[src/rtl/sdh_pkg.sv]
package sdh_pkg;

	localparam int BLOCK_BYTES = 512;
	localparam int BOOT_DUMMY_BYTES = 10;
	localparam int IDX_W = $clog2(BLOCK_BYTES + 1);

	typedef enum logic [2:0] {
		REG_RESPONSE_POLLS = 3'd0,
		REG_READY_POLLS    = 3'd1,
		REG_OP_COND_POLLS  = 3'd2,
		REG_TOKEN_POLLS    = 3'd3,
		REG_BUSY_POLLS     = 3'd4
	} reg_index_t;

	typedef enum logic [1:0] {
		MODE_SLOT  = 2'd0,
		MODE_INIT  = 2'd1,
		MODE_READ  = 2'd2,
		MODE_WRITE = 2'd3
	} mode_t;

	typedef enum logic [3:0] {
		PH_IDLE, PH_BOOT, PH_READY, PH_FRAME, PH_RESP, PH_R7, PH_OCR,
		PH_RTOKEN, PH_RDATA, PH_RCRC, PH_WTOKEN, PH_WDATA, PH_WCRC,
		PH_WRESP, PH_WBUSY
	} phase_t;

	typedef struct packed {
		logic [1:0] mode;
		logic [31:0] block_address;
		logic [7:0] miso_byte;
		logic [7:0] write_data;
	} in_item_t;

	typedef struct packed {
		logic [7:0] mosi_byte;
		logic select_low;
		logic fast_clock;
		logic [7:0] read_data;
		logic read_valid;
		logic write_data_taken;
		logic done_res;
		logic success;
		logic [1:0] card_kind;
		logic [4:0] diag_bits;
		logic [7:0] reset_response;
	} out_item_t;

	typedef struct packed {
		logic [7:0] response_polls;
		logic [19:0] ready_polls;
		logic [15:0] op_cond_polls;
		logic [19:0] token_polls;
		logic [19:0] busy_polls;
	} cfg_t;

endpackage

[src/rtl/sdh_in_if.sv]
interface sdh_in_if;
	import sdh_pkg::*;
	logic valid;
	logic ready;
	logic [1:0] mode;
	logic [31:0] block_address;
	logic [7:0] miso_byte;
	logic [7:0] write_data;
	modport source (output valid, mode, block_address, miso_byte, write_data, input ready);
	modport sink (input valid, mode, block_address, miso_byte, write_data, output ready);
endinterface

[src/rtl/sdh_out_if.sv]
interface sdh_out_if;
	logic valid;
	logic ready;
	logic [7:0] mosi_byte;
	logic select_low;
	logic fast_clock;
	logic [7:0] read_data;
	logic read_valid;
	logic write_data_taken;
	logic done_res;
	logic success;
	logic [1:0] card_kind;
	logic [4:0] diag_bits;
	logic [7:0] reset_response;
	modport source (output valid, mosi_byte, select_low, fast_clock, read_data, read_valid,
		write_data_taken, done_res, success, card_kind, diag_bits, reset_response,
		input ready);
	modport sink (input valid, mosi_byte, select_low, fast_clock, read_data, read_valid,
		write_data_taken, done_res, success, card_kind, diag_bits, reset_response,
		output ready);
endinterface

[src/rtl/sdh_front.sv]
module sdh_front (
	input  logic clk,
	input  logic arst_n,
	sdh_in_if.sink in_ch,
	output sdh_pkg::in_item_t item,
	output logic item_valid,
	input  logic item_ready
);
	import sdh_pkg::*;

	// two-entry queue of accepted input beats
	in_item_t mem_q [2];
	logic wp_q, rp_q;
	logic [1:0] cnt_q;
	logic push, pop;

	assign in_ch.ready = (cnt_q != 2'd2);
	assign push = in_ch.valid && in_ch.ready;
	assign item_valid = (cnt_q != 2'd0);
	assign pop = item_valid && item_ready;
	assign item = mem_q[rp_q];

	always_ff @(posedge clk) begin
		if (push) begin
			mem_q[wp_q] <= '{mode: in_ch.mode, block_address: in_ch.block_address,
				miso_byte: in_ch.miso_byte, write_data: in_ch.write_data};
		end
	end

	always_ff @(posedge clk or negedge arst_n) begin
		if (!arst_n) begin
			wp_q <= 1'b0;
			rp_q <= 1'b0;
			cnt_q <= 2'd0;
		end else begin
			if (push) wp_q <= ~wp_q;
			if (pop) rp_q <= ~rp_q;
			cnt_q <= cnt_q + {1'b0, push} - {1'b0, pop};
		end
	end
endmodule

[src/rtl/sdh_back.sv]
module sdh_back (
	input  logic clk,
	input  logic arst_n,
	input  sdh_pkg::cfg_t cfg,
	input  sdh_pkg::in_item_t item,
	input  logic item_valid,
	output logic item_ready,
	sdh_out_if.source out_ch
);
	import sdh_pkg::*;

	phase_t phase_q, phase_d;
	logic [19:0] poll_q, poll_d;
	logic [15:0] att_q, att_d;
	logic [IDX_W-1:0] idx_q, idx_d;
	logic [31:0] arg_q, arg_d;
	logic [5:0] cmd_q, cmd_d;
	logic [31:0] reply_q, reply_d;
	logic [7:0] r1_q, r1_d;
	logic [1:0] ctype_q, ctype_d;
	logic v2_q, v2_d;
	logic [4:0] diag_q, diag_d;
	logic [7:0] c0_q, c0_d;
	out_item_t res, res_q;
	logic ovalid_q, step;

	logic [19:0] lim_resp, lim_ready, lim_tok, lim_busy;
	logic [15:0] lim_op;
	logic [7:0] miso;
	logic slow, rw, initp, done_cmd;
	logic [31:0] nreply;

	assign step = item_valid && (!ovalid_q || out_ch.ready);
	assign item_ready = step;
	assign miso = item.miso_byte;
	assign lim_resp = (cfg.response_polls == 8'd0) ? 20'd1 : {12'd0, cfg.response_polls};
	assign lim_ready = (cfg.ready_polls == 20'd0) ? 20'd1 : cfg.ready_polls;
	assign lim_tok = (cfg.token_polls == 20'd0) ? 20'd1 : cfg.token_polls;
	assign lim_busy = (cfg.busy_polls == 20'd0) ? 20'd1 : cfg.busy_polls;
	assign lim_op = (cfg.op_cond_polls == 16'd0) ? 16'd1 : cfg.op_cond_polls;
	assign nreply = {reply_q[23:0], miso};

	function automatic logic [7:0] frame_byte(input logic [IDX_W-1:0] i, input logic [5:0] c,
		input logic [31:0] a);
		logic [7:0] b;
		case (i)
			IDX_W'(0): b = {2'b01, c};
			IDX_W'(1): b = a[31:24];
			IDX_W'(2): b = a[23:16];
			IDX_W'(3): b = a[15:8];
			IDX_W'(4): b = a[7:0];
			default: b = (c == 6'd0) ? 8'h95 : (c == 6'd8) ? 8'h87 : 8'h01;
		endcase
		return b;
	endfunction

	always_comb begin
		phase_d = phase_q; poll_d = poll_q; att_d = att_q; idx_d = idx_q; arg_d = arg_q;
		cmd_d = cmd_q; reply_d = reply_q; r1_d = r1_q; ctype_d = ctype_q; v2_d = v2_q;
		diag_d = diag_q; c0_d = c0_q;
		res = '0;
		res.mosi_byte = 8'hFF;
		slow = 1'b0;
		done_cmd = 1'b0;
		case (phase_q)
			PH_IDLE: begin
				if (item.mode == MODE_INIT) begin
					ctype_d = 2'd0; diag_d = '0; c0_d = 8'hFF; v2_d = 1'b0; cmd_d = 6'd0;
					idx_d = IDX_W'(1); phase_d = PH_BOOT;
				end else if (item.mode == MODE_READ || item.mode == MODE_WRITE) begin
					if (ctype_q == 2'd0) begin
						res.done_res = 1'b1; slow = (cmd_q == 6'd17 || cmd_q == 6'd24);
						slow = !slow;
					end else begin
						cmd_d = (item.mode == MODE_READ) ? 6'd17 : 6'd24;
						arg_d = (ctype_q == 2'd2) ? item.block_address
							: {item.block_address[22:0], 9'd0};
						poll_d = 20'd1; phase_d = PH_READY;
					end
				end
			end
			PH_BOOT: begin
				if (idx_q < IDX_W'(BOOT_DUMMY_BYTES)) idx_d = idx_q + 1'b1;
				else begin
					cmd_d = 6'd0; arg_d = '0; poll_d = 20'd1; phase_d = PH_READY;
				end
			end
			PH_READY: begin
				if (miso == 8'hFF || poll_q >= lim_ready) begin
					idx_d = '0; res.mosi_byte = frame_byte('0, cmd_q, arg_q);
					phase_d = PH_FRAME;
				end else poll_d = poll_q + 1'b1;
			end
			PH_FRAME: begin
				if (idx_q < IDX_W'(5)) begin
					idx_d = idx_q + 1'b1;
					res.mosi_byte = frame_byte(idx_q + 1'b1, cmd_q, arg_q);
				end else begin
					poll_d = 20'd1; phase_d = PH_RESP;
				end
			end
			PH_RESP: begin
				if (!miso[7] || poll_q >= lim_resp) done_cmd = 1'b1;
				else poll_d = poll_q + 1'b1;
			end
			PH_R7: begin
				reply_d = nreply;
				if (idx_q < IDX_W'(3)) idx_d = idx_q + 1'b1;
				else begin
					v2_d = (nreply[15:0] == 16'h01AA);
					if (nreply[15:0] == 16'h01AA) diag_d = diag_q | 5'h02;
					att_d = 16'd1; cmd_d = 6'd55; arg_d = '0; poll_d = 20'd1;
					phase_d = PH_READY;
				end
			end
			PH_OCR: begin
				reply_d = nreply;
				if (idx_q < IDX_W'(3)) idx_d = idx_q + 1'b1;
				else begin
					if (r1_q == 8'd0) diag_d = diag_q | 5'h10;
					if (r1_q == 8'd0 && nreply[30]) begin
						ctype_d = 2'd2; res.done_res = 1'b1; res.success = 1'b1;
						slow = 1'b1; phase_d = PH_IDLE;
					end else begin
						ctype_d = 2'd1; cmd_d = 6'd16; arg_d = 32'd512; poll_d = 20'd1;
						phase_d = PH_READY;
					end
				end
			end
			PH_RTOKEN: begin
				if (miso != 8'hFF) begin
					if (miso == 8'hFE) begin
						idx_d = '0; phase_d = PH_RDATA;
					end else res.done_res = 1'b1;
				end else if (poll_q >= lim_tok) res.done_res = 1'b1;
				else poll_d = poll_q + 1'b1;
			end
			PH_RDATA: begin
				res.read_data = miso; res.read_valid = 1'b1;
				if (idx_q + 1'b1 >= IDX_W'(BLOCK_BYTES)) begin
					idx_d = '0; phase_d = PH_RCRC;
				end else idx_d = idx_q + 1'b1;
			end
			PH_RCRC: begin
				if (idx_q == '0) idx_d = IDX_W'(1);
				else begin
					res.done_res = 1'b1; res.success = 1'b1;
				end
			end
			PH_WTOKEN: begin
				res.mosi_byte = item.write_data; idx_d = IDX_W'(1);
				res.write_data_taken = 1'b1; phase_d = PH_WDATA;
			end
			PH_WDATA: begin
				if (idx_q < IDX_W'(BLOCK_BYTES)) begin
					res.mosi_byte = item.write_data; idx_d = idx_q + 1'b1;
					res.write_data_taken = (idx_q + 1'b1 < IDX_W'(BLOCK_BYTES));
				end else begin
					idx_d = '0; phase_d = PH_WCRC;
				end
			end
			PH_WCRC: begin
				if (idx_q == '0) idx_d = IDX_W'(1);
				else phase_d = PH_WRESP;
			end
			PH_WRESP: begin
				if (miso[4:0] != 5'h05) res.done_res = 1'b1;
				else begin
					poll_d = 20'd1; phase_d = PH_WBUSY;
				end
			end
			PH_WBUSY: begin
				if (miso == 8'hFF) begin
					res.done_res = 1'b1; res.success = 1'b1;
				end else if (poll_q >= lim_busy) res.done_res = 1'b1;
				else poll_d = poll_q + 1'b1;
			end
			default: phase_d = PH_IDLE;
		endcase

		if (done_cmd) begin
			r1_d = miso;
			case (cmd_q)
				6'd0: begin
					c0_d = miso;
					if (miso != 8'h01) begin
						res.done_res = 1'b1; slow = 1'b1;
					end else begin
						diag_d = diag_d | 5'h01;
						cmd_d = 6'd8; arg_d = 32'h1AA; poll_d = 20'd1; phase_d = PH_READY;
					end
				end
				6'd8: begin
					if (miso == 8'h01) begin
						reply_d = '0; idx_d = '0; phase_d = PH_R7;
					end else begin
						v2_d = 1'b0; att_d = 16'd1; cmd_d = 6'd55; arg_d = '0;
						poll_d = 20'd1; phase_d = PH_READY;
					end
				end
				6'd55: begin
					cmd_d = 6'd41; arg_d = v2_q ? 32'h4000_0000 : 32'd0;
					poll_d = 20'd1; phase_d = PH_READY;
				end
				6'd41: begin
					poll_d = 20'd1; phase_d = PH_READY;
					if (miso == 8'd0) begin
						diag_d = diag_d | 5'h04;
						if (v2_q) begin
							cmd_d = 6'd58; arg_d = '0;
						end else begin
							ctype_d = 2'd1; cmd_d = 6'd16; arg_d = 32'd512;
						end
					end else if (miso[7:1] != 7'd0 || att_q >= lim_op) begin
						att_d = 16'd1; cmd_d = 6'd1; arg_d = '0;
					end else begin
						att_d = att_q + 1'b1; cmd_d = 6'd55; arg_d = '0;
					end
				end
				6'd1: begin
					if (miso == 8'd0) begin
						diag_d = diag_d | 5'h08; ctype_d = 2'd3; cmd_d = 6'd16;
						arg_d = 32'd512; poll_d = 20'd1; phase_d = PH_READY;
					end else if (miso[7:1] != 7'd0 || att_q >= lim_op) begin
						res.done_res = 1'b1; slow = 1'b1;
					end else begin
						att_d = att_q + 1'b1; arg_d = '0; poll_d = 20'd1;
						phase_d = PH_READY;
					end
				end
				6'd58: begin
					reply_d = '0; idx_d = '0; phase_d = PH_OCR;
				end
				6'd16: begin
					res.done_res = 1'b1; res.success = 1'b1; slow = 1'b1;
				end
				6'd17: begin
					if (miso != 8'd0) res.done_res = 1'b1;
					else begin
						poll_d = 20'd1; phase_d = PH_RTOKEN;
					end
				end
				6'd24: begin
					if (miso != 8'd0) res.done_res = 1'b1;
					else begin
						res.mosi_byte = 8'hFE; res.write_data_taken = 1'b1;
						phase_d = PH_WTOKEN;
					end
				end
				default: begin
					res.done_res = 1'b1; slow = 1'b1;
				end
			endcase
		end

		if (res.done_res) begin
			res.mosi_byte = 8'hFF; phase_d = PH_IDLE;
		end
		rw = (cmd_d == 6'd17 || cmd_d == 6'd24);
		initp = (phase_d == PH_BOOT || phase_d == PH_R7 || phase_d == PH_OCR) ||
			((phase_d == PH_READY || phase_d == PH_FRAME || phase_d == PH_RESP) && !rw);
		res.select_low = (phase_d != PH_IDLE && phase_d != PH_BOOT);
		res.fast_clock = (ctype_d != 2'd0) && !initp && !slow;
		res.card_kind = ctype_d;
		res.diag_bits = diag_d;
		res.reset_response = c0_d;
	end

	always_ff @(posedge clk) begin
		if (step) begin
			res_q <= res; poll_q <= poll_d; att_q <= att_d; idx_q <= idx_d; arg_q <= arg_d;
			reply_q <= reply_d;
		end
	end

	always_ff @(posedge clk or negedge arst_n) begin
		if (!arst_n) begin
			ovalid_q <= 1'b0; phase_q <= PH_IDLE; cmd_q <= '0; r1_q <= 8'hFF;
			ctype_q <= '0; v2_q <= 1'b0; diag_q <= '0; c0_q <= 8'hFF;
		end else begin
			if (step) begin
				ovalid_q <= 1'b1; phase_q <= phase_d; cmd_q <= cmd_d; r1_q <= r1_d;
				ctype_q <= ctype_d; v2_q <= v2_d; diag_q <= diag_d; c0_q <= c0_d;
			end else if (out_ch.ready) ovalid_q <= 1'b0;
		end
	end

	assign out_ch.valid = ovalid_q;
	assign out_ch.mosi_byte = res_q.mosi_byte;
	assign out_ch.select_low = res_q.select_low;
	assign out_ch.fast_clock = res_q.fast_clock;
	assign out_ch.read_data = res_q.read_data;
	assign out_ch.read_valid = res_q.read_valid;
	assign out_ch.write_data_taken = res_q.write_data_taken;
	assign out_ch.done_res = res_q.done_res;
	assign out_ch.success = res_q.success;
	assign out_ch.card_kind = res_q.card_kind;
	assign out_ch.diag_bits = res_q.diag_bits;
	assign out_ch.reset_response = res_q.reset_response;
endmodule

[src/rtl/sd_spi_mode_host_sequencer.sv]
// SD/MMC SPI-mode host sequencer: each input beat is one byte slot (the byte the card
// returned, or an init/read/write request while idle) and yields one result beat with the
// next byte to send, chip select and clock select. One beat per clock is sustained while
// the output is ready; the back-end state machine picks the next byte, and a two-entry
// input queue plus an output register keep input and output stalls apart.
module sd_spi_mode_host_sequencer (
	input  logic clk,
	input  logic arst_n,
	input  logic cfg_we,
	input  logic [2:0] cfg_index,
	input  logic [19:0] cfg_data,
	sdh_in_if.sink in_ch,
	sdh_out_if.source out_ch
);
	import sdh_pkg::*;

	cfg_t cfg_q;
	in_item_t item;
	logic item_valid, item_ready;

	always_ff @(posedge clk or negedge arst_n) begin
		if (!arst_n) begin
			cfg_q <= '{response_polls: 8'd16, ready_polls: 20'd200000,
				op_cond_polls: 16'd2000, token_polls: 20'd200000, busy_polls: 20'd500000};
		end else if (cfg_we) begin
			case (cfg_index)
				REG_RESPONSE_POLLS: cfg_q.response_polls <= cfg_data[7:0];
				REG_READY_POLLS: cfg_q.ready_polls <= cfg_data;
				REG_OP_COND_POLLS: cfg_q.op_cond_polls <= cfg_data[15:0];
				REG_TOKEN_POLLS: cfg_q.token_polls <= cfg_data;
				REG_BUSY_POLLS: cfg_q.busy_polls <= cfg_data;
				default: ;
			endcase
		end
	end

	sdh_front u_front (.clk, .arst_n, .in_ch, .item, .item_valid, .item_ready);
	sdh_back u_back (.clk, .arst_n, .cfg(cfg_q), .item, .item_valid, .item_ready, .out_ch);
endmodule

[src/flat_wrapper.sv]
// flat-port wrapper written by rule: the top's interface ports become plain ports
module sd_spi_mode_host_sequencer_flat import sdh_pkg::*;
  (clk, arst_n, cfg_we, cfg_index, cfg_data, in_ch_valid, in_ch_mode, in_ch_block_address, in_ch_miso_byte, in_ch_write_data, in_ch_ready, out_ch_valid, out_ch_mosi_byte, out_ch_select_low, out_ch_fast_clock, out_ch_read_data, out_ch_read_valid, out_ch_write_data_taken, out_ch_done_res, out_ch_success, out_ch_card_kind, out_ch_diag_bits, out_ch_reset_response, out_ch_ready);
  sdh_in_if in_ch_i ();
  sdh_out_if out_ch_i ();
  input  logic clk;
  input  logic arst_n;
  input  logic cfg_we;
  input  logic [2:0] cfg_index;
  input  logic [19:0] cfg_data;
  input wire logic [$bits(in_ch_i.valid)-1:0] in_ch_valid;
  input wire logic [$bits(in_ch_i.mode)-1:0] in_ch_mode;
  input wire logic [$bits(in_ch_i.block_address)-1:0] in_ch_block_address;
  input wire logic [$bits(in_ch_i.miso_byte)-1:0] in_ch_miso_byte;
  input wire logic [$bits(in_ch_i.write_data)-1:0] in_ch_write_data;
  output wire logic [$bits(in_ch_i.ready)-1:0] in_ch_ready;
  output wire logic [$bits(out_ch_i.valid)-1:0] out_ch_valid;
  output wire logic [$bits(out_ch_i.mosi_byte)-1:0] out_ch_mosi_byte;
  output wire logic [$bits(out_ch_i.select_low)-1:0] out_ch_select_low;
  output wire logic [$bits(out_ch_i.fast_clock)-1:0] out_ch_fast_clock;
  output wire logic [$bits(out_ch_i.read_data)-1:0] out_ch_read_data;
  output wire logic [$bits(out_ch_i.read_valid)-1:0] out_ch_read_valid;
  output wire logic [$bits(out_ch_i.write_data_taken)-1:0] out_ch_write_data_taken;
  output wire logic [$bits(out_ch_i.done_res)-1:0] out_ch_done_res;
  output wire logic [$bits(out_ch_i.success)-1:0] out_ch_success;
  output wire logic [$bits(out_ch_i.card_kind)-1:0] out_ch_card_kind;
  output wire logic [$bits(out_ch_i.diag_bits)-1:0] out_ch_diag_bits;
  output wire logic [$bits(out_ch_i.reset_response)-1:0] out_ch_reset_response;
  input wire logic [$bits(out_ch_i.ready)-1:0] out_ch_ready;
  assign in_ch_i.valid = in_ch_valid;
  assign in_ch_i.mode = in_ch_mode;
  assign in_ch_i.block_address = in_ch_block_address;
  assign in_ch_i.miso_byte = in_ch_miso_byte;
  assign in_ch_i.write_data = in_ch_write_data;
  assign in_ch_ready = in_ch_i.ready;
  assign out_ch_valid = out_ch_i.valid;
  assign out_ch_mosi_byte = out_ch_i.mosi_byte;
  assign out_ch_select_low = out_ch_i.select_low;
  assign out_ch_fast_clock = out_ch_i.fast_clock;
  assign out_ch_read_data = out_ch_i.read_data;
  assign out_ch_read_valid = out_ch_i.read_valid;
  assign out_ch_write_data_taken = out_ch_i.write_data_taken;
  assign out_ch_done_res = out_ch_i.done_res;
  assign out_ch_success = out_ch_i.success;
  assign out_ch_card_kind = out_ch_i.card_kind;
  assign out_ch_diag_bits = out_ch_i.diag_bits;
  assign out_ch_reset_response = out_ch_i.reset_response;
  assign out_ch_i.ready = out_ch_ready;
  sd_spi_mode_host_sequencer u_core (.clk(clk), .arst_n(arst_n), .cfg_we(cfg_we), .cfg_index(cfg_index), .cfg_data(cfg_data), .in_ch(in_ch_i), .out_ch(out_ch_i));
endmodule
[config.mk]
export PLATFORM = sky130hd
export DESIGN_NAME = sd_spi_mode_host_sequencer_flat
export DESIGN_NICKNAME = d
export VERILOG_FILES = /design/src/rtl/sdh_pkg.sv /design/src/rtl/sdh_in_if.sv /design/src/rtl/sdh_out_if.sv /design/src/rtl/sdh_front.sv /design/src/rtl/sdh_back.sv /design/src/rtl/sd_spi_mode_host_sequencer.sv /design/src/flat_wrapper.sv
export SDC_FILE = /design/constraint.sdc
export NUM_CORES = 1
export LEC_CHECK = 0
export BUFFER_PORTS_ARGS = -buffer_cell sky130_fd_sc_hd__buf_2
export CAP_MARGIN = 5
export CORE_AREA = 2 2 200 202
export DETAILED_ROUTE_END_ITERATION = 8
export DIE_AREA = 0 0 202 204
export PLACE_DENSITY = 0.64
export SLEW_MARGIN = 15
export SYNTH_ARGS = -nofsm -noshare
export SYNTH_HDL_FRONTEND = slang
export SYNTH_SLANG_ARGS = --single-unit
[constraint.sdc]
create_clock -name clk -period 8.4 [get_ports clk]
set_input_delay 1.26 -clock clk [delete_from_list [all_inputs] [get_ports clk]]
set_output_delay 1.26 -clock clk [all_outputs]
set_load 0.01 [all_outputs]
; ---- Word level (Yosys, flattened, before mapping)
; Memories as Yosys holds them, arrays and structs flattened.
; Cells that the tools add are included.
[totals]
regBits = 270
latchBits = 0
ram_bits = 100
rom_bits = 0
inputBits = 78
wordCells = 359
n_memories = 1
[memory_table]
columns = name, depth, word_bits, read_ports, rd_clocked_by_memory_dff, write_ports, line
row1 = u_core.u_front.mem_q, 2, 50, 1, 0, 1, sdh_front.sv:12  ; in_item_t mem_q [2];
[classes]
addsub = 5
mul = 0
div = 0
order_cmp = 11
n_eq_ne = 51
shift = 0
muxes = 199
n_bitwise = 2
reduce_logical = 58
[op_table]
columns = operator, count
row1 = two-way mux 32 bit, 17
row2 = two-way mux 20 bit, 24
row3 = case mux 20 bit (10 select lines), 1
row4 = case mux 32 bit (5 select lines), 1
row5 = two-way mux 16 bit, 9
row6 = two-way mux 10 bit, 13
row7 = case mux 32 bit (4 select lines), 1
row8 = two-way mux 8 bit, 13
row9 = case mux 10 bit (10 select lines), 1
row10 = case mux 20 bit (5 select lines), 1
row11 = two-way mux 4 bit, 24
row12 = two-way mux 6 bit, 14
row13 = case mux 32 bit (2 select lines), 1
row14 = greater-or-equal comparator 20 bit, 3
row15 = logical NOT 20 bit, 3
row16 = case mux 4 bit (13 select lines), 1
row17 = case mux 16 bit (3 select lines), 1
row18 = two-way mux 1 bit, 40
row19 = case mux 8 bit (5 select lines), 1
row20 = case mux 8 bit (4 select lines), 1
row21 = two-way mux 31 bit, 1
row22 = equality test 6 x 5 -> 1 bit (second input constant), 5
row23 = case mux 6 bit (5 select lines), 1
row24 = equality test 4 x 3 -> 1 bit (second input constant), 7
row25 = other kinds (67), 142

; ---- Logic depth before layout (Yosys ltp)
[depth]
depth_word = 19
depth_mapped = 15
mapped_depth_nobuf = 14

; ---- Hierarchy
; A second synthesis with hierarchy kept.
[unflattened]
cells_unflattened = 1851
hier_area_um2 = 20009.2
[modules_own_cells]
columns = mod, n_inst, cells_each, area_each_um2, seq_area_each_um2
row1 = sdh_back, 1, 1497, 12974.9, 4649.5
row2 = sdh_front, 1, 173, 3832.4, 3103.0
row3 = sd_spi_mode_host_sequencer, 1, 181, 3201.8, 2134.5

; ---- Worst setup path before layout
; Ideal clock, no wire load.
[synth_timing]
path_kind = input -> register
from = in out_ch_ready
to = reg u_core.u_front.cnt_q[1]
setup_time_ns = 0.080
arrival_ns = 6.413
required_ns = 8.320
path_slack_ns = 1.907
cell_stages = 9
n_path_buf = 1
cell_sequence = nand2b_1 -> o21ai_0 -> inv_2 -> clkbuf_1 -> ha_1 -> inv_1 -> ha_1 -> xnor2_1 -> xnor2_1
[synth_between]
elab_chain_len = 4
[synth_lines]
columns = item, line
row1 = start: declaration, flat_wrapper.sv:29  ; input wire logic [$bits(out_ch_i.ready)-1:0] out_ch_ready;
row2 = logical OR 1 bit, sdh_back.sv:33  ; assign step = item_valid && (!ovalid_q || out_ch.ready);
row3 = logical AND 1 bit, sdh_back.sv:33
row4 = via u_core.item_ready, sd_spi_mode_host_sequencer.sv:19  ; logic item_valid, item_ready;
row5 = logical AND 1 bit, sdh_front.sv:20  ; assign pop = item_valid && item_ready;
row6 = subtractor 2 x 1 -> 2 bit, sdh_front.sv:38  ; cnt_q <= cnt_q + {1'b0, push} - {1'b0, pop};
row7 = end signal: assignment, sdh_front.sv:38
row8 = end: declaration, sdh_front.sv:14  ; logic [1:0] cnt_q;
; The timed path passes the listed nets, and every way through them passes these cells.
; A chain may end at the register's enable or synchronous reset.

; ---- Worst setup path after layout
[layout_timing]
from = reg u_core.cfg_q[68] (netlist name)
to = reg u_core.u_back.poll_q[16], data pin
[layout_between]
elab_chain_len = 10
elab_cells_between_ends = 13
classes_between = 1 x order compare / 10 x mux / 2 x reduce/logical
[layout_lines]
columns = item, line
row1 = start: declaration, sd_spi_mode_host_sequencer.sv:17  ; cfg_t cfg_q;
row2 = start signal: assignment, sd_spi_mode_host_sequencer.sv:23  ; cfg_q <= '{response_polls: 8'd16, ready_polls: 20'd200000,
row3 = logical NOT 20 bit, sdh_back.sv:37  ; assign lim_ready = (cfg.ready_polls == 20'd0) ? 20'd1 : cfg.ready_polls;
row4 = two-way mux 20 bit *, sdh_back.sv:37
row5 = greater-or-equal comparator 20 bit *, sdh_back.sv:89  ; if (miso == 8'hFF || poll_q >= lim_ready) begin
row6 = logical OR 1 bit *, sdh_back.sv:89
row7 = two-way mux 20 bit *, sdh_back.sv:89
row8 = case mux 20 bit (10 select lines) *, sdh_back.sv:65  ; case (phase_q)
row9 = two-way mux 20 bit, sdh_back.sv:224  ; end else if (miso[7:1] != 7'd0 || att_q >= lim_op) begin
row10 = two-way mux 20 bit, sdh_back.sv:221  ; if (miso == 8'd0) begin
row11 = case mux 20 bit (5 select lines), sdh_back.sv:183  ; case (cmd_q)
row12 = two-way mux 20 bit *, sdh_back.sv:181  ; if (done_cmd) begin
row13 = via u_core.u_back.poll_d[16], sdh_back.sv:13  ; logic [19:0] poll_q, poll_d;
row14 = end signal: assignment, sdh_back.sv:271  ; res_q <= res; poll_q <= poll_d; att_q <= att_d; idx_q <= idx_d; arg_q <= arg_d;
row15 = end: declaration, sdh_back.sv:13
; The timed path passes the listed nets; every way through them passes the cells marked *.

==> summary by stage <==
Status
The run finished with clean final reports.

Layout
The library cells used most frequently in the layout, excluding fill and tap cells, are nand2_1 (263), edfxtp_1 (225), o21ai_0 (161). The library cell used most frequently in the layout, excluding fill and tap cells, is nand2_1. The number of nets in the finished design is 2181. The ratio of cells with drive above 1 in the final layout is 14.7%. The cell area after layout is 21700 um2. The number of antenna diodes in the final layout is 0. The synthesis-to-layout area growth is 12.2%.

Setup path
The worst setup path is launched from a flip-flop. The top fanout value on the critical path is 9. The number of cells traversed by the worst register-to-register path is 13. The endpoint identified for the worst register-to-register timing path is u_core.u_back.poll_q[16]. STA classifies the critical path endpoint as a flip-flop. The required time at the endpoint of the critical path is 8780 ps.

The critical path launch point is u_core.cfg_q[68]. At the worst endpoint, the arrival time is 5330 ps. The startpoint identified for the worst register-to-register timing path is u_core.cfg_q[68]. Setup slack on the worst reg-to-reg path comes out at 3450 ps. The worst setup path endpoint is u_core.u_back.poll_q[16].

The type of the worst setup path is reg -> reg.

Placed design
The global placement routability congestion is 0.921. In this run the tool buffered the top-level ports with 116 buffer cells. The post-detailed-placement cell area is 20400 um2. Once detailed placement completed, the half-perimeter wirelength came to 40400 um.

Global route
The via count of the first global-routing pass is 15600. The remaining global-route overflow is 0. The global router's overall resource usage is 27.6%. The maximum number of pins on one net before global-route repair is 78. The initial antenna violation count is 0. The first global-routing pass estimated 88700 um of wire.

Yosys
The share of flip-flops with an asynchronous set or reset is 35.3%. The cell count after synthesis came out at 1920. The total of flip-flops plus latches after synthesis is 348. In this run the mean area of a mapped cell was 10.1 um2.

The count of flip-flops with a built-in enable after synthesis is 225. The leading register cell type out of synthesis is edfxtp_1. Sequential elements use 51.2% of the synthesized area. The Yosys warning count is 0. The number of unique standard cell types used by synthesis is 82. Synthesis produced a netlist with a net count of 2094. The area of the mapped netlist is 19300 um2.

Power and ir drop
The static leakage is 8.53 nW. The worst-case IR drop observed on VDD is 0.303 mV. The power density relative to cell area is 342 nW/um2.

Timing
The number of failing hold endpoints at the final stage was 0. Setup violations remaining at the end of the flow were counted as 0. In the final timing run, aggregate negative setup slack is 0 ps. Dividing the final minimum period by the clock period gives 58.9%. Setup repair after global routing left no endpoint under its margin. Measured against its own limit, the worst slew margin works out to 18.5%. The worst setup skew after layout is 29.0 ps. The worst path needs 4950 ps of the cycle, external delays included.

The number of pins with negative max-slew slack in the final report is 0. Based on the critical path, the design can be clocked at up to 202 MHz. The transition at the pin with the smallest max-transition slack is 1210 ps.

Clocking
The latest clock arrival within the worst-skew pair is 580 ps. The count of H-tree levels built during CTS is 2. The post-cts sizing count is 0. TritonCTS built the clock tree. After clock tree synthesis, the setup repair step added 0 buffers.

The number of sinks handled by clock tree synthesis is 348. The total clock buffers created by CTS is 40. In this run the deepest clock path goes through 3 buffers.

The number of buffers added to fix hold violations after cts is 0. The clock transition time at the flip-flop clock pins of the worst setup and hold paths is 60 ps. The library cell used as clock root buffer is clkbuf_16.

Flow run
The number of max-capacitance violations reported is 0.

Detailed routing
The number of design rule violations left after detail routing is 0. For this block, the initial DRC count from the detailed router was 1518. The total iterations of the first detailed-routing run is 7. The vias after detailed routing is 15900.

In the final routed layout, each cell accounts on average for 22.0 um. Using the TritonRoute via totals, the vias-per-cell ratio works out to 6.19. The post-detailed-routing wire length is 56400 um. The final antenna-violating net count is 0.

Floorplanning
The die width is 202 um. The core outline area is 39200 um2. The die outline height is 204 um. For this configuration, the core starts out at a cell density of 49.3%.

The full die area is 41200 um2. 117 I/O pins were placed. The initialized floorplan defines 73 standard-cell rows.

Worst hold path
The type of the most critical hold path is reg -> reg.
critical path: stages, from the launching register on:
cell      delay, ps
dfrtp_1         380
nor4_1          710
nand4_1         210
o41ai_1         390
ha_1            300
nand2b_1        140
a21o_1          180
a211oi_1        210
or3_1           190
a31oi_1         150
nor3b_1         900
nor3_1          370
o31a_1          380
a311oi_1        260
power by group:
part,switching [mW],internal (mW)
clock,0.715,1.01
combinational,1.52,0.973
sequential,0.583,2.61
how the worst min path moves through the flow:
| stage | start | end | slack, ps | cells past startpoint |
|---|---|---|---|---|
| 2_1_floorplan | u_core.u_back.c0_q[0] | u_core.u_back.c0_q[0] | 440 | 2 |
| 3_3_place_gp | u_core.u_back.c0_q[6] | u_core.u_back.c0_q[6] | 450 | 2 |
| 3_5_place_dp | u_core.u_back.c0_q[6] | u_core.u_back.c0_q[6] | 450 | 2 |
| 4_1_cts | u_core.u_back.c0_q[6] | u_core.u_back.c0_q[6] | 460 | 2 |
| 5_1_grt | u_core.u_back.c0_q[0] | u_core.u_back.c0_q[0] | 470 | 2 |
| 6_report | u_core.u_back.c0_q[6] | u_core.u_back.c0_q[6] | 460 | 2 |
stage by stage:
| step | worst slack, ps | power (mW) | hold WS, ps | cells | util [%] |
|---|---|---|---|---|---|
| after floorplan | 1910 | 4.82 | 440 | 1920 | - |
| after global placement | 3760 | 5.59 | 446 | 2490 | 52.0 |
| after detailed placement | 3550 | 5.67 | 448 | 2490 | 52.0 |
| after CTS | 3510 | 7.42 | 458 | 2564 | 55.3 |
| after global routing | 3070 | 7.91 | 465 | 2564 | 55.3 |
| final | 3450 | 7.42 | 456 | 2564 | 55.3 |
layout make-up:
| cell class | count | area, um2 |
|---|---|---|
| fill | 3424 | 17500 |
| sequential | 348 | 9890 |
| multi-input combinational | 1377 | 8710 |
| clock buffer | 54 | 1090 |
| timing repair buffer | 136 | 733 |
| tap | 525 | 657 |
| inverter | 104 | 395 |
| clock inverter | 20 | 201 |
flip-flops by register name, indices dropped and copies added, names as in the netlist, 2 cells and up:
register / cells
u_core.u_front.mem_q: 100
u_core.cfg_q: 84
u_core.u_back.arg_q: 32
u_core.u_back.poll_q: 20
u_core.u_back.att_q: 16
u_core.u_back.idx_q: 10
u_core.u_back.reply_q: 10
u_core.u_back.c0_q: 8
u_core.u_back.out_ch.mosi_byte: 8
u_core.u_back.out_ch.read_data: 8
u_core.u_back.out_ch.reset_response: 8
u_core.u_back.r1_q: 8
u_core.u_back.cmd_q: 6
u_core.u_back.diag_q: 5
u_core.u_back.out_ch.diag_bits: 5
u_core.u_back.phase_q: 4
u_core.u_back.ctype_q: 2
u_core.u_back.out_ch.card_kind: 2
u_core.u_front.cnt_q: 2
synth_stat cells, types with 17 or more instances:
| cell type | n | area share, % |
|---|---|---|
| nand4_1 | 28 | 0.91 |
| nand2b_1 | 18 | 0.58 |
| mux2i_1 | 26 | 1.3 |
| a22oi_1 | 48 | 1.9 |
| a21o_1 | 17 | 0.66 |
| nand3_1 | 60 | 1.6 |
| nor4_1 | 34 | 1.1 |
| dfstp_2 | 42 | 5.7 |
| inv_1 | 103 | 2.0 |
| mux2_2 | 38 | 2.2 |
| clkbuf_1 | 80 | 1.6 |
| and3_1 | 25 | 0.81 |
| edfxtp_1 | 225 | 35 |
| nor2_1 | 156 | 3.0 |
| o21ai_0 | 162 | 4.2 |
| a21oi_1 | 94 | 2.4 |
| nand2_1 | 263 | 5.1 |
| a211oi_1 | 25 | 0.97 |
| a31oi_1 | 23 | 0.74 |
| nor3_1 | 36 | 0.93 |
| ha_1 | 96 | 6.2 |
| dfrtp_1 | 81 | 10 |
layer usage:
layer	part of all wire [%]	GRT usage (%)	vias to the layer above
li1	-	-	7349
met3	6.1	4.07	126
met2	47	45.8	665
met5	0	0	-
met1	43	36.5	7722
met4	3.6	11.2	0
logic make-up after synthesis:
group / Yosys count / synth area share [%]
adders and majority gates: 97 / 6.27
buffers and inverters: 195 / 3.89
xor gates and xnor gates: 10 / 0.453
muxes: 75 / 4.85
DFF: 348 / 51.2
and+or+nand+nor: 700 / 17.0
AOI/OAI and AO/OA: 495 / 16.4
Power figures use the tool's default switching activity.
